[src/rtl/tfe_pkg.sv]
`timescale 1ns / 1ps
// ----------------------------------------------------------------------------
// tfe_pkg
// Shared types and constants of the telemetry frame encoder.
// ----------------------------------------------------------------------------
package tfe_pkg;

	localparam int unsigned CountW  = 7;
	localparam int unsigned QDepth  = 2;
	localparam int unsigned QPtrW   = $clog2(QDepth);
	localparam int unsigned QCntW   = $clog2(QDepth + 1);

	localparam logic [7:0] HdrByte0 = 8'hAA;
	localparam logic [7:0] HdrByte1 = 8'hFF;
	localparam logic [7:0] HdrByte2 = 8'hF1;

	// one classified value, as handed from the front to the back
	typedef struct packed {
		logic       first;
		logic       last;
		logic [7:0] len_byte;
		logic [7:0] lo_byte;
		logic [7:0] hi_byte;
		logic [7:0] byte_sum;
		logic [7:0] sum_of_sums;
	} tfe_entry_t;

endpackage

[src/rtl/tfe_front.sv]
`timescale 1ns / 1ps
// ----------------------------------------------------------------------------
// tfe_front
// Accepts values, tracks frame position and checksums, classifies each value.
// ----------------------------------------------------------------------------
module tfe_front import tfe_pkg::*; (
	input  logic                 clk,
	input  logic                 arst_n,
	input  logic [CountW-1:0]    element_count,
	input  logic                 accept,
	input  logic signed [15:0]   sample_value,
	output tfe_entry_t           entry
);

	logic [CountW-1:0] values_sent_q;
	logic [7:0]        byte_sum_q;
	logic [7:0]        sum_of_sums_q;

	logic [CountW-1:0] count;
	logic [CountW-1:0] values_sent_n;
	logic [7:0]        lo_byte;
	logic [7:0]        hi_byte;
	logic [7:0]        byte_sum_n;
	logic [7:0]        sum_of_sums_n;
	logic              last;

	always_comb begin
		count         = (element_count == '0) ? CountW'(1) : element_count;
		lo_byte       = sample_value[7:0];
		hi_byte       = sample_value[15:8];
		byte_sum_n    = byte_sum_q + lo_byte + hi_byte;
		sum_of_sums_n = sum_of_sums_q + byte_sum_n;
		values_sent_n = values_sent_q + CountW'(1);
		last          = (values_sent_n == '0) || (values_sent_n >= count);

		entry.first       = (values_sent_q == '0);
		entry.last        = last;
		entry.len_byte    = {count, 1'b0};
		entry.lo_byte     = lo_byte;
		entry.hi_byte     = hi_byte;
		entry.byte_sum    = byte_sum_n;
		entry.sum_of_sums = sum_of_sums_n;
	end

	always_ff @(posedge clk or negedge arst_n) begin
		if (!arst_n) begin
			values_sent_q <= '0;
			byte_sum_q    <= '0;
			sum_of_sums_q <= '0;
		end else if (accept) begin
			if (last) begin
				values_sent_q <= '0;
				byte_sum_q    <= '0;
				sum_of_sums_q <= '0;
			end else begin
				values_sent_q <= values_sent_n;
				byte_sum_q    <= byte_sum_n;
				sum_of_sums_q <= sum_of_sums_n;
			end
		end
	end

endmodule

[src/rtl/tfe_queue.sv]
`timescale 1ns / 1ps
// ----------------------------------------------------------------------------
// tfe_queue
// Short register queue between the front and the back.
// ----------------------------------------------------------------------------
module tfe_queue import tfe_pkg::*; (
	input  logic       clk,
	input  logic       arst_n,
	input  logic       push,
	input  tfe_entry_t push_entry,
	output logic       full,
	input  logic       pop,
	output logic       head_valid,
	output tfe_entry_t head_entry
);

	tfe_entry_t         slots_q [QDepth];
	logic [QPtrW-1:0]   wr_ptr_q;
	logic [QPtrW-1:0]   rd_ptr_q;
	logic [QCntW-1:0]   fill_q;

	assign full       = (fill_q == QCntW'(QDepth));
	assign head_valid = (fill_q != '0);
	assign head_entry = slots_q[rd_ptr_q];

	always_ff @(posedge clk) begin
		if (push) begin
			slots_q[wr_ptr_q] <= push_entry;
		end
	end

	always_ff @(posedge clk or negedge arst_n) begin
		if (!arst_n) begin
			wr_ptr_q <= '0;
			rd_ptr_q <= '0;
			fill_q   <= '0;
		end else begin
			if (push) begin
				wr_ptr_q <= (wr_ptr_q == QPtrW'(QDepth - 1)) ? '0 : wr_ptr_q + QPtrW'(1);
			end
			if (pop) begin
				rd_ptr_q <= (rd_ptr_q == QPtrW'(QDepth - 1)) ? '0 : rd_ptr_q + QPtrW'(1);
			end
			case ({push, pop})
				2'b10:   fill_q <= fill_q + QCntW'(1);
				2'b01:   fill_q <= fill_q - QCntW'(1);
				default: fill_q <= fill_q;
			endcase
		end
	end

endmodule

[src/rtl/tfe_back.sv]
`timescale 1ns / 1ps
// ----------------------------------------------------------------------------
// tfe_back
// Byte sequencer: turns each queued entry into frame bytes, one a beat unless stalled.
// ----------------------------------------------------------------------------
module tfe_back import tfe_pkg::*; (
	input  logic       clk,
	input  logic       arst_n,
	input  logic       head_valid,
	input  tfe_entry_t head_entry,
	output logic       pop,
	output logic       out_valid,
	input  logic       out_stall,
	output logic [7:0] frame_byte,
	output logic       frame_end
);

	typedef enum logic [2:0] {
		PH_HDR0,
		PH_HDR1,
		PH_HDR2,
		PH_LEN,
		PH_LO,
		PH_HI,
		PH_SUM,
		PH_SOS
	} phase_t;

	phase_t     phase_q;
	logic       fresh_q;
	logic       out_valid_q;
	logic [7:0] frame_byte_q;
	logic       frame_end_q;

	phase_t     cur_ph;
	phase_t     next_ph;
	logic       advance;
	logic       emit;
	logic       done;
	logic [7:0] sel_byte;

	assign advance = !out_valid_q || !out_stall;
	assign emit    = advance && head_valid;
	assign pop     = emit && done;

	always_comb begin
		cur_ph = fresh_q ? (head_entry.first ? PH_HDR0 : PH_LO) : phase_q;
		next_ph  = cur_ph;
		done     = 1'b0;
		sel_byte = head_entry.lo_byte;
		unique case (cur_ph)
			PH_HDR0: begin
				sel_byte = HdrByte0;
				next_ph  = PH_HDR1;
			end
			PH_HDR1: begin
				sel_byte = HdrByte1;
				next_ph  = PH_HDR2;
			end
			PH_HDR2: begin
				sel_byte = HdrByte2;
				next_ph  = PH_LEN;
			end
			PH_LEN: begin
				sel_byte = head_entry.len_byte;
				next_ph  = PH_LO;
			end
			PH_LO: begin
				sel_byte = head_entry.lo_byte;
				next_ph  = PH_HI;
			end
			PH_HI: begin
				sel_byte = head_entry.hi_byte;
				next_ph  = PH_SUM;
				done     = !head_entry.last;
			end
			PH_SUM: begin
				sel_byte = head_entry.byte_sum;
				next_ph  = PH_SOS;
			end
			PH_SOS: begin
				sel_byte = head_entry.sum_of_sums;
				next_ph  = PH_HDR0;
				done     = 1'b1;
			end
			default: begin
				sel_byte = head_entry.lo_byte;
				next_ph  = PH_HDR0;
			end
		endcase
	end

	always_ff @(posedge clk or negedge arst_n) begin
		if (!arst_n) begin
			phase_q      <= PH_HDR0;
			fresh_q      <= 1'b1;
			out_valid_q  <= 1'b0;
			frame_byte_q <= '0;
			frame_end_q  <= 1'b0;
		end else if (advance) begin
			out_valid_q <= head_valid;
			if (head_valid) begin
				frame_byte_q <= sel_byte;
				frame_end_q  <= (cur_ph == PH_SOS);
				phase_q      <= next_ph;
				fresh_q      <= done;
			end
		end
	end

	assign out_valid  = out_valid_q;
	assign frame_byte = frame_byte_q;
	assign frame_end  = frame_end_q;

endmodule

[src/rtl/telemetry_frame_encoder.sv]
`timescale 1ns / 1ps
// path: an accepted value enters a queue slot; its bytes leave via a register
// throughput: one output byte a cycle when not stalled and an entry is queued;
// a value is 2 bytes, 6 if first in a frame, 2 more if last, set by tfe_back
// the front takes a value a cycle while the two-entry queue has room
// reset: arst_n clears frame position, checksums and queue; element_count = 1
// ----------------------------------------------------------------------------
// telemetry_frame_encoder
// Byte-serial frame encoder with header, length and two running checksums.
// ----------------------------------------------------------------------------
module telemetry_frame_encoder import tfe_pkg::*; (
	input  logic                clk,
	input  logic                arst_n,
	input  logic                cfg_valid,
	output logic                cfg_ready,
	input  logic [CountW-1:0]   cfg_data,
	input  logic                in_valid,
	output logic                in_stall,
	input  logic signed [15:0]  sample_value,
	output logic                out_valid,
	input  logic                out_stall,
	output logic [7:0]          frame_byte,
	output logic                frame_end
);

	logic [CountW-1:0] element_count_q;
	logic              accept;
	logic              q_full;
	logic              q_pop;
	logic              head_valid;
	tfe_entry_t        push_entry;
	tfe_entry_t        head_entry;

	assign cfg_ready = 1'b1;
	assign in_stall  = q_full;
	assign accept    = in_valid && !q_full;

	always_ff @(posedge clk or negedge arst_n) begin
		if (!arst_n) begin
			element_count_q <= CountW'(1);
		end else if (cfg_valid && cfg_ready) begin
			element_count_q <= cfg_data;
		end
	end

	tfe_front u_front (
		.clk           (clk),
		.arst_n        (arst_n),
		.element_count (element_count_q),
		.accept        (accept),
		.sample_value  (sample_value),
		.entry         (push_entry)
	);

	tfe_queue u_queue (
		.clk        (clk),
		.arst_n     (arst_n),
		.push       (accept),
		.push_entry (push_entry),
		.full       (q_full),
		.pop        (q_pop),
		.head_valid (head_valid),
		.head_entry (head_entry)
	);

	tfe_back u_back (
		.clk        (clk),
		.arst_n     (arst_n),
		.head_valid (head_valid),
		.head_entry (head_entry),
		.pop        (q_pop),
		.out_valid  (out_valid),
		.out_stall  (out_stall),
		.frame_byte (frame_byte),
		.frame_end  (frame_end)
	);

endmodule
[config.mk]
export PLATFORM = sky130hd
export DESIGN_NAME = telemetry_frame_encoder
export DESIGN_NICKNAME = d
export VERILOG_FILES = /design/src/rtl/tfe_pkg.sv /design/src/rtl/tfe_front.sv /design/src/rtl/tfe_queue.sv /design/src/rtl/tfe_back.sv /design/src/rtl/telemetry_frame_encoder.sv
export SDC_FILE = /design/constraint.sdc
export NUM_CORES = 1
export LEC_CHECK = 0
export ABC_AREA = 1
export ABC_CLOCK_PERIOD_IN_PS = 4400
export BUFFER_PORTS_ARGS = -buffer_cell sky130_fd_sc_hd__clkbuf_2
export CELL_PAD_IN_SITES_DETAIL_PLACEMENT = 0
export CELL_PAD_IN_SITES_GLOBAL_PLACEMENT = 1
export CORE_MARGIN = 3
export CORE_UTILIZATION = 45
export CTS_CLUSTER_SIZE = 8
export DETAILED_ROUTE_END_ITERATION = 8
export PLACE_DENSITY_LB_ADDON = 0.2
export SLEW_MARGIN = 10
export SYNTH_ARGS = -nofsm -noshare
export SYNTH_HDL_FRONTEND = slang
export SYNTH_SLANG_ARGS = --single-unit
export TNS_END_PERCENT = 100
[constraint.sdc]
create_clock -name clk -period 4.4 [get_ports clk]
set_input_delay 0.66 -clock clk [delete_from_list [all_inputs] [get_ports clk]]
set_output_delay 0.66 -clock clk [all_outputs]
set_load 0.1 [all_outputs]
# --- Word level (Yosys, flattened, before mapping) ---
# Memories as Yosys holds them, arrays and structs flattened.
# Index checks and enable logic that the tools add are counted.
classes:
  add_sub_neg: 8
  n_lt_le_gt_ge: 1
  reduce_logical: 16
  mux: 14
  n_eq_ne: 10
ops:
  columns: ["cell", "count"]
  rows:
  - ["one-hot mux 8 bit (8 select lines)", 1]
  - ["adder 8 bit", 3]
  - ["one-hot mux 3 bit (8 select lines)", 1]
  - ["logical NOT 7 bit", 3]
  - ["2-to-1 mux 8 bit", 2]
  - ["2-to-1 mux 7 bit", 2]
  - ["== test 3 bit (second input constant)", 4]
  - ["adder 7 x 1 -> 7 bit (second input constant)", 1]
  - [">= comparator 7 bit", 1]
  - ["== test 3 x 2 -> 1 bit (second input constant)", 2]
  - ["2-to-1 mux 3 bit", 2]
  - ["== test 2 bit (second input constant)", 2]
  - ["logical NOT 1 bit", 4]
  - ["2-to-1 mux 1 bit", 4]
  - ["one-hot mux 2 bit (2 select lines)", 1]
  - ["nonzero test 2 bit", 2]
  - ["== test 3 x 1 -> 1 bit (second input constant)", 1]
  - ["logical AND 1 bit", 3]
  - ["logical NOT 3 bit", 1]
  - ["adder 1 bit (second input constant)", 2]
  - ["adder 2 x 1 -> 2 bit (second input constant)", 1]
  - ["== test 2 x 1 -> 1 bit (second input constant)", 1]
  - ["logical OR 1 bit", 2]
  - ["one-hot mux 1 bit (2 select lines)", 1]
  - ["2 further kinds", 2]
word_totals:
  memories: 1
  register_bits: 48
  input_bits: 28
  word_cells: 62
  ramBits: 82
  out_inout_bits: 12
mem_list:
  columns: ["name", "words", "width", "rd", "rd_clocked_by_memory_dff", "write_ports", "line_no", "text"]
  rows:
  - ["u_queue.slots_q", 2, 41, 1, 0, 1, "tfe_queue.sv:17", "tfe_entry_t slots_q [QDepth];"]

# --- Longest topological paths before layout ---
# An unclocked memory read counts as a cell.
depth:
  word_depth: 8
  mapped_depth: 17
  depth_no_buf: 17

# --- Modules after synthesis ---
# Synthesis repeated with hierarchy kept, for this count alone.
unflattened:
  cells_unflattened: 750
  area_unflattened_um2: 6990.5
by_module_without_submodules:
  columns: ["module", "n_inst", "seq_area_each_um2", "area_per_inst_um2", "cells_each"]
  rows:
  - ["tfe_queue", 1, 2622.5, 3326.9, 243]
  - ["tfe_front", 1, 575.6, 2287.2, 304]
  - ["tfe_back", 1, 351.6, 1087.3, 169]
  - ["telemetry_frame_encoder", 1, 176.4, 289.0, 34]

# --- Worst setup path before layout ---
# OpenSTA, ideal clock, no wires.
synth_timing:
  kind: "input -> register"
  startpoint: "in sample_value[1]"
  endpoint: "mem u_queue.slots_q[0][6] (netlist name) (data pin)"
  arrival_time_ps: 3040
  t_required_ps: 4122
  setup_ps: 278
  path_buffers: 0
  slack_ps: 1082
  stages: 13
  cell_sequence: "inv_1 -> fa_1 -> inv_1 -> ha_1 -> fa_1 -> a21oi_1 -> xnor2_1 -> ha_1 -> nand2_1 -> inv_1 -> nand4_1 -> o211ai_1 -> xor2_1"
synth_rtl:
  columns: ["item", "line_no", "text"]
  rows:
  - ["start: declaration", "telemetry_frame_encoder.sv:19", "input logic signed [15:0] sample_value,"]
  - ["end: declaration", "tfe_queue.sv:17", null]

==> impl_metrics.env <==
export IMPL_outcome="complete, no violations"
export IMPL_port_buffers=38
export IMPL_fmax_ghz=0.305
export IMPL_top_level_ports=40
export IMPL_drt_iter0_drc=310
export IMPL_antenna_found_initial=0
export IMPL_dr_pass1_iters=5
export IMPL_hold_viol=0
export IMPL_row_count=43
export IMPL_cts_resized=0
export IMPL_rsz0062_at_grt="no"
export IMPL_cpMaxStageDelayCell="fa_1"
export IMPL_worst_slack_ns=1.12
export IMPL_tns_ns=0
export IMPL_hp_class="in -> async"
export IMPL_ys_ff_latch=130
export IMPL_max_cap_viol_count=0
export IMPL_place_ws_ns=0.700
export IMPL_ant_nets=0
export IMPL_grt_pass1_vias=4686
export IMPL_vias=4499
export IMPL_synth_warnings=0
export IMPL_post_cts_setup_buffers=0
export IMPL_die_x_microns=126
export IMPL_slew_limit_headroom_pct=53.1
export IMPL_cts_sinks=130
export IMPL_wire_per_inst_microns=16.2
export IMPL_crit_path_max_incr_delay_ns=0.52
export IMPL_min_period_ns=3.28
export IMPL_reg2reg_depth=15
export IMPL_die_h_microns=126
export IMPL_netlist_area_sq_um=6460
export IMPL_multi_input_area_sq_um=2460
export IMPL_coreArea_sq_um=14000
export IMPL_start_util_pct=46.2
export IMPL_area_growth_pct=14.5
export IMPL_globalplace_congestion=0.807
export IMPL_netlist_instances=669
export IMPL_vias_per_cell=4.99
export IMPL_max_slew_worst_pin_slew_ns=0.701
export IMPL_reg2reg_from="u_front.byte_sum_q[1]$_DFFE_PN0P_"
export IMPL_layout_commonest_cell="nand2_1"
export IMPL_cts_tree="yes"
export IMPL_crit_fanout=6
export IMPL_postCtsHoldBufs=0
export IMPL_cp_end_kind="register"
export IMPL_async_flop_share_pct=36.9
export IMPL_fin_skew_ns=0.00698
export IMPL_dp_hpwl_microns=10200
export IMPL_cp_top_family="adder cells"
export IMPL_synth_edf_count=82
export IMPL_ys_seq_area_share_pct=56.7
export IMPL_clk_insertion_delay_late_ns=0.41
export IMPL_arrival_ns=3.63
export IMPL_ys_top_cells_by_area="edfxtp_1, dfrtp_1, nand2_1"
export IMPL_start_kind="input pin"
export IMPL_antenna_cells=0
export IMPL_drc=0
export IMPL_report_final_slew_viol_count=0
export IMPL_grt_pass1_wl_microns=24300
export IMPL_layout_nets=773
export IMPL_syn_nets=733
export IMPL_reg2reg_to="u_front.sum_of_sums_q[6]$_DFFE_PN0P_"
export IMPL_clk_pin_slew_ns=0.05
export IMPL_synth_cell_type_count=40
export IMPL_r2r_slack_ns=1.22
export IMPL_post_route_period_util_pct=74.6
export IMPL_synth_top_cell_area_share_pct=38.1
export IMPL_cts_buffers_inserted=17
export IMPL_grt_max_degree=49
export IMPL_finalSetupViolCount=0
export IMPL_die_area_sq_um=15800
export IMPL_fill_cells=1306
export IMPL_path_common_cell="inv_1"
export IMPL_drive_gt1_share_pct=14.8
export IMPL_postSynthAreaPerCell_sq_um=9.66
export IMPL_overflow=0
export IMPL_register_area_sq_um=3670
export IMPL_h_tree_depth=4
export IMPL_synth_area_leader_cell="edfxtp_1"
export IMPL_wl_microns=14700
export IMPL_cp_data_required_time_ns=4.75
export IMPL_crit_type="in -> reg"
export IMPL_final_cell_mix="nand2_1, edfxtp_1, inv_1"
export IMPL_cts_buffer_depth=2
export IMPL_ys_dominant_reg_cell="edfxtp_1"
export IMPL_worst_path_buf_inv=4
export IMPL_cts_root_buf="clkbuf_16"
export IMPL_grtUsageTotal_pct=20.0
export IMPL_path_cells="clkbuf_2 -> inv_1 -> fa_1 -> inv_1 -> ha_1 -> fa_1 -> a21oi_1 -> xnor2_1 -> ha_1 -> nand2_1 -> inv_1 -> nand4_1 -> o211ai_1 -> xor2_1 -> nand2_2 -> nand2_2"
## worst max-delay path by stage
stage | start | endpoint | slack [ns] | cells past startpoint
after global routing | sample_value[1] | u_front.sum_of_sums_q[6]$_DFFE_PN0P_ | 0.91 | 16
after detailed placement | sample_value[1] | u_front.sum_of_sums_q[6]$_DFFE_PN0P_ | 0.70 | 16
final | sample_value[1] | u_front.sum_of_sums_q[6]$_DFFE_PN0P_ | 1.12 | 16
after floorplan | sample_value[1] | u_queue.slots_q[0][6]$_DFFE_PP_ | 1.08 | 13
after CTS | sample_value[1] | u_front.sum_of_sums_q[6]$_DFFE_PN0P_ | 1.14 | 16
after global placement | sample_value[1] | u_queue.slots_q[0][6]$_DFFE_PP_ | 0.80 | 14
## per-stage QoR
| stage | cell area [sq um] | util (%) | cells | hold slack, ns |
|---|---|---|---|---|
| floorplan | 6460 | - | 669 | 0.364 |
| global placement | 6820 | 48.8 | 870 | 0.462 |
| detailed placement | 6820 | 48.8 | 870 | 0.459 |
| CTS | 7400 | 52.9 | 902 | 0.395 |
| global route | 7400 | 52.9 | 902 | 0.431 |
| finish | 7400 | 52.9 | 902 | 0.380 |
## cells by family (layout without fill, tap and decap cells)
family                     Yosys count  in the layout  share of synthesized area [%]
muxes                                1              1                          0.155
and+or+nand+nor                    341            341                           22.4
xor gates and xnor gates            12             12                           1.63
other                                1              1                         0.0580
adders and majority gates           36             36                           8.02
buffers and inverters               85            138                           5.52
AOI/OAI and AO/OA                   63             63                           5.48
DFF                                130            130                           56.7
## cell usage after synthesis (all sizes together) (2+ instances only)
cell type and count:
dfstp 2, nand2 252, clkbuf 15, or2 4, nand3 33, fa 9, buf 9, o21ai 26
nor3 5, edfxtp 82, ha 27, o22ai 3, inv 60, dfrtp 46, xnor2 4, nand4 7
and2 2, a21oi 23, nor2 37, xor2 8, o211ai 6
## metal layers
metal | track usage (%) | vias up | part of all wire, %
met5 | 0 | - | 0
met4 | 6.94 | 0 | 0.79
met3 | 3.99 | 4 | 5.1
met2 | 32.1 | 100 | 48
met1 | 27.3 | 2128 | 46
li1 | - | 2267 | -
## registers in the layout, summed over array words and instances, names as in the netlist
name,count
u_queue.slots_q,82
u_back.frame_byte,8
u_front.byte_sum_q,8
u_front.sum_of_sums_q,8
element_count_q,7
u_front.values_sent_q,7
u_back.phase_q,3
u_queue.fill_q,2
u_back.frame_end,1
u_back.fresh_q,1
u_back.out_valid,1
u_queue.rd_ptr_q,1
u_queue.wr_ptr_q,1
## worst register-to-register path, stage by stage (launching register included)
cell      delay (ns)
dfrtp_1         0.31
inv_1           0.05
fa_1            0.47
inv_1           0.04
ha_1            0.23
fa_1            0.45
a21oi_1         0.21
xnor2_1         0.24
ha_1            0.37
nand2_1         0.13
inv_1           0.04
nand4_1         0.06
o211ai_1        0.10
xor2_1          0.26
nand2_2         0.09
nand2_2         0.06
## layout make-up
cell class	count	area share (%)
timing repair buffer	45	3.28
multi-input combinational	454	33.3
clock inverter	5	0.676
inverter	61	3.09
clock buffer	27	7.10
tap	180	3.04
sequential	130	49.5
Power is not shown: default switching activity piles up to over one toggle a cycle in this logic, so the estimate is an artifact.
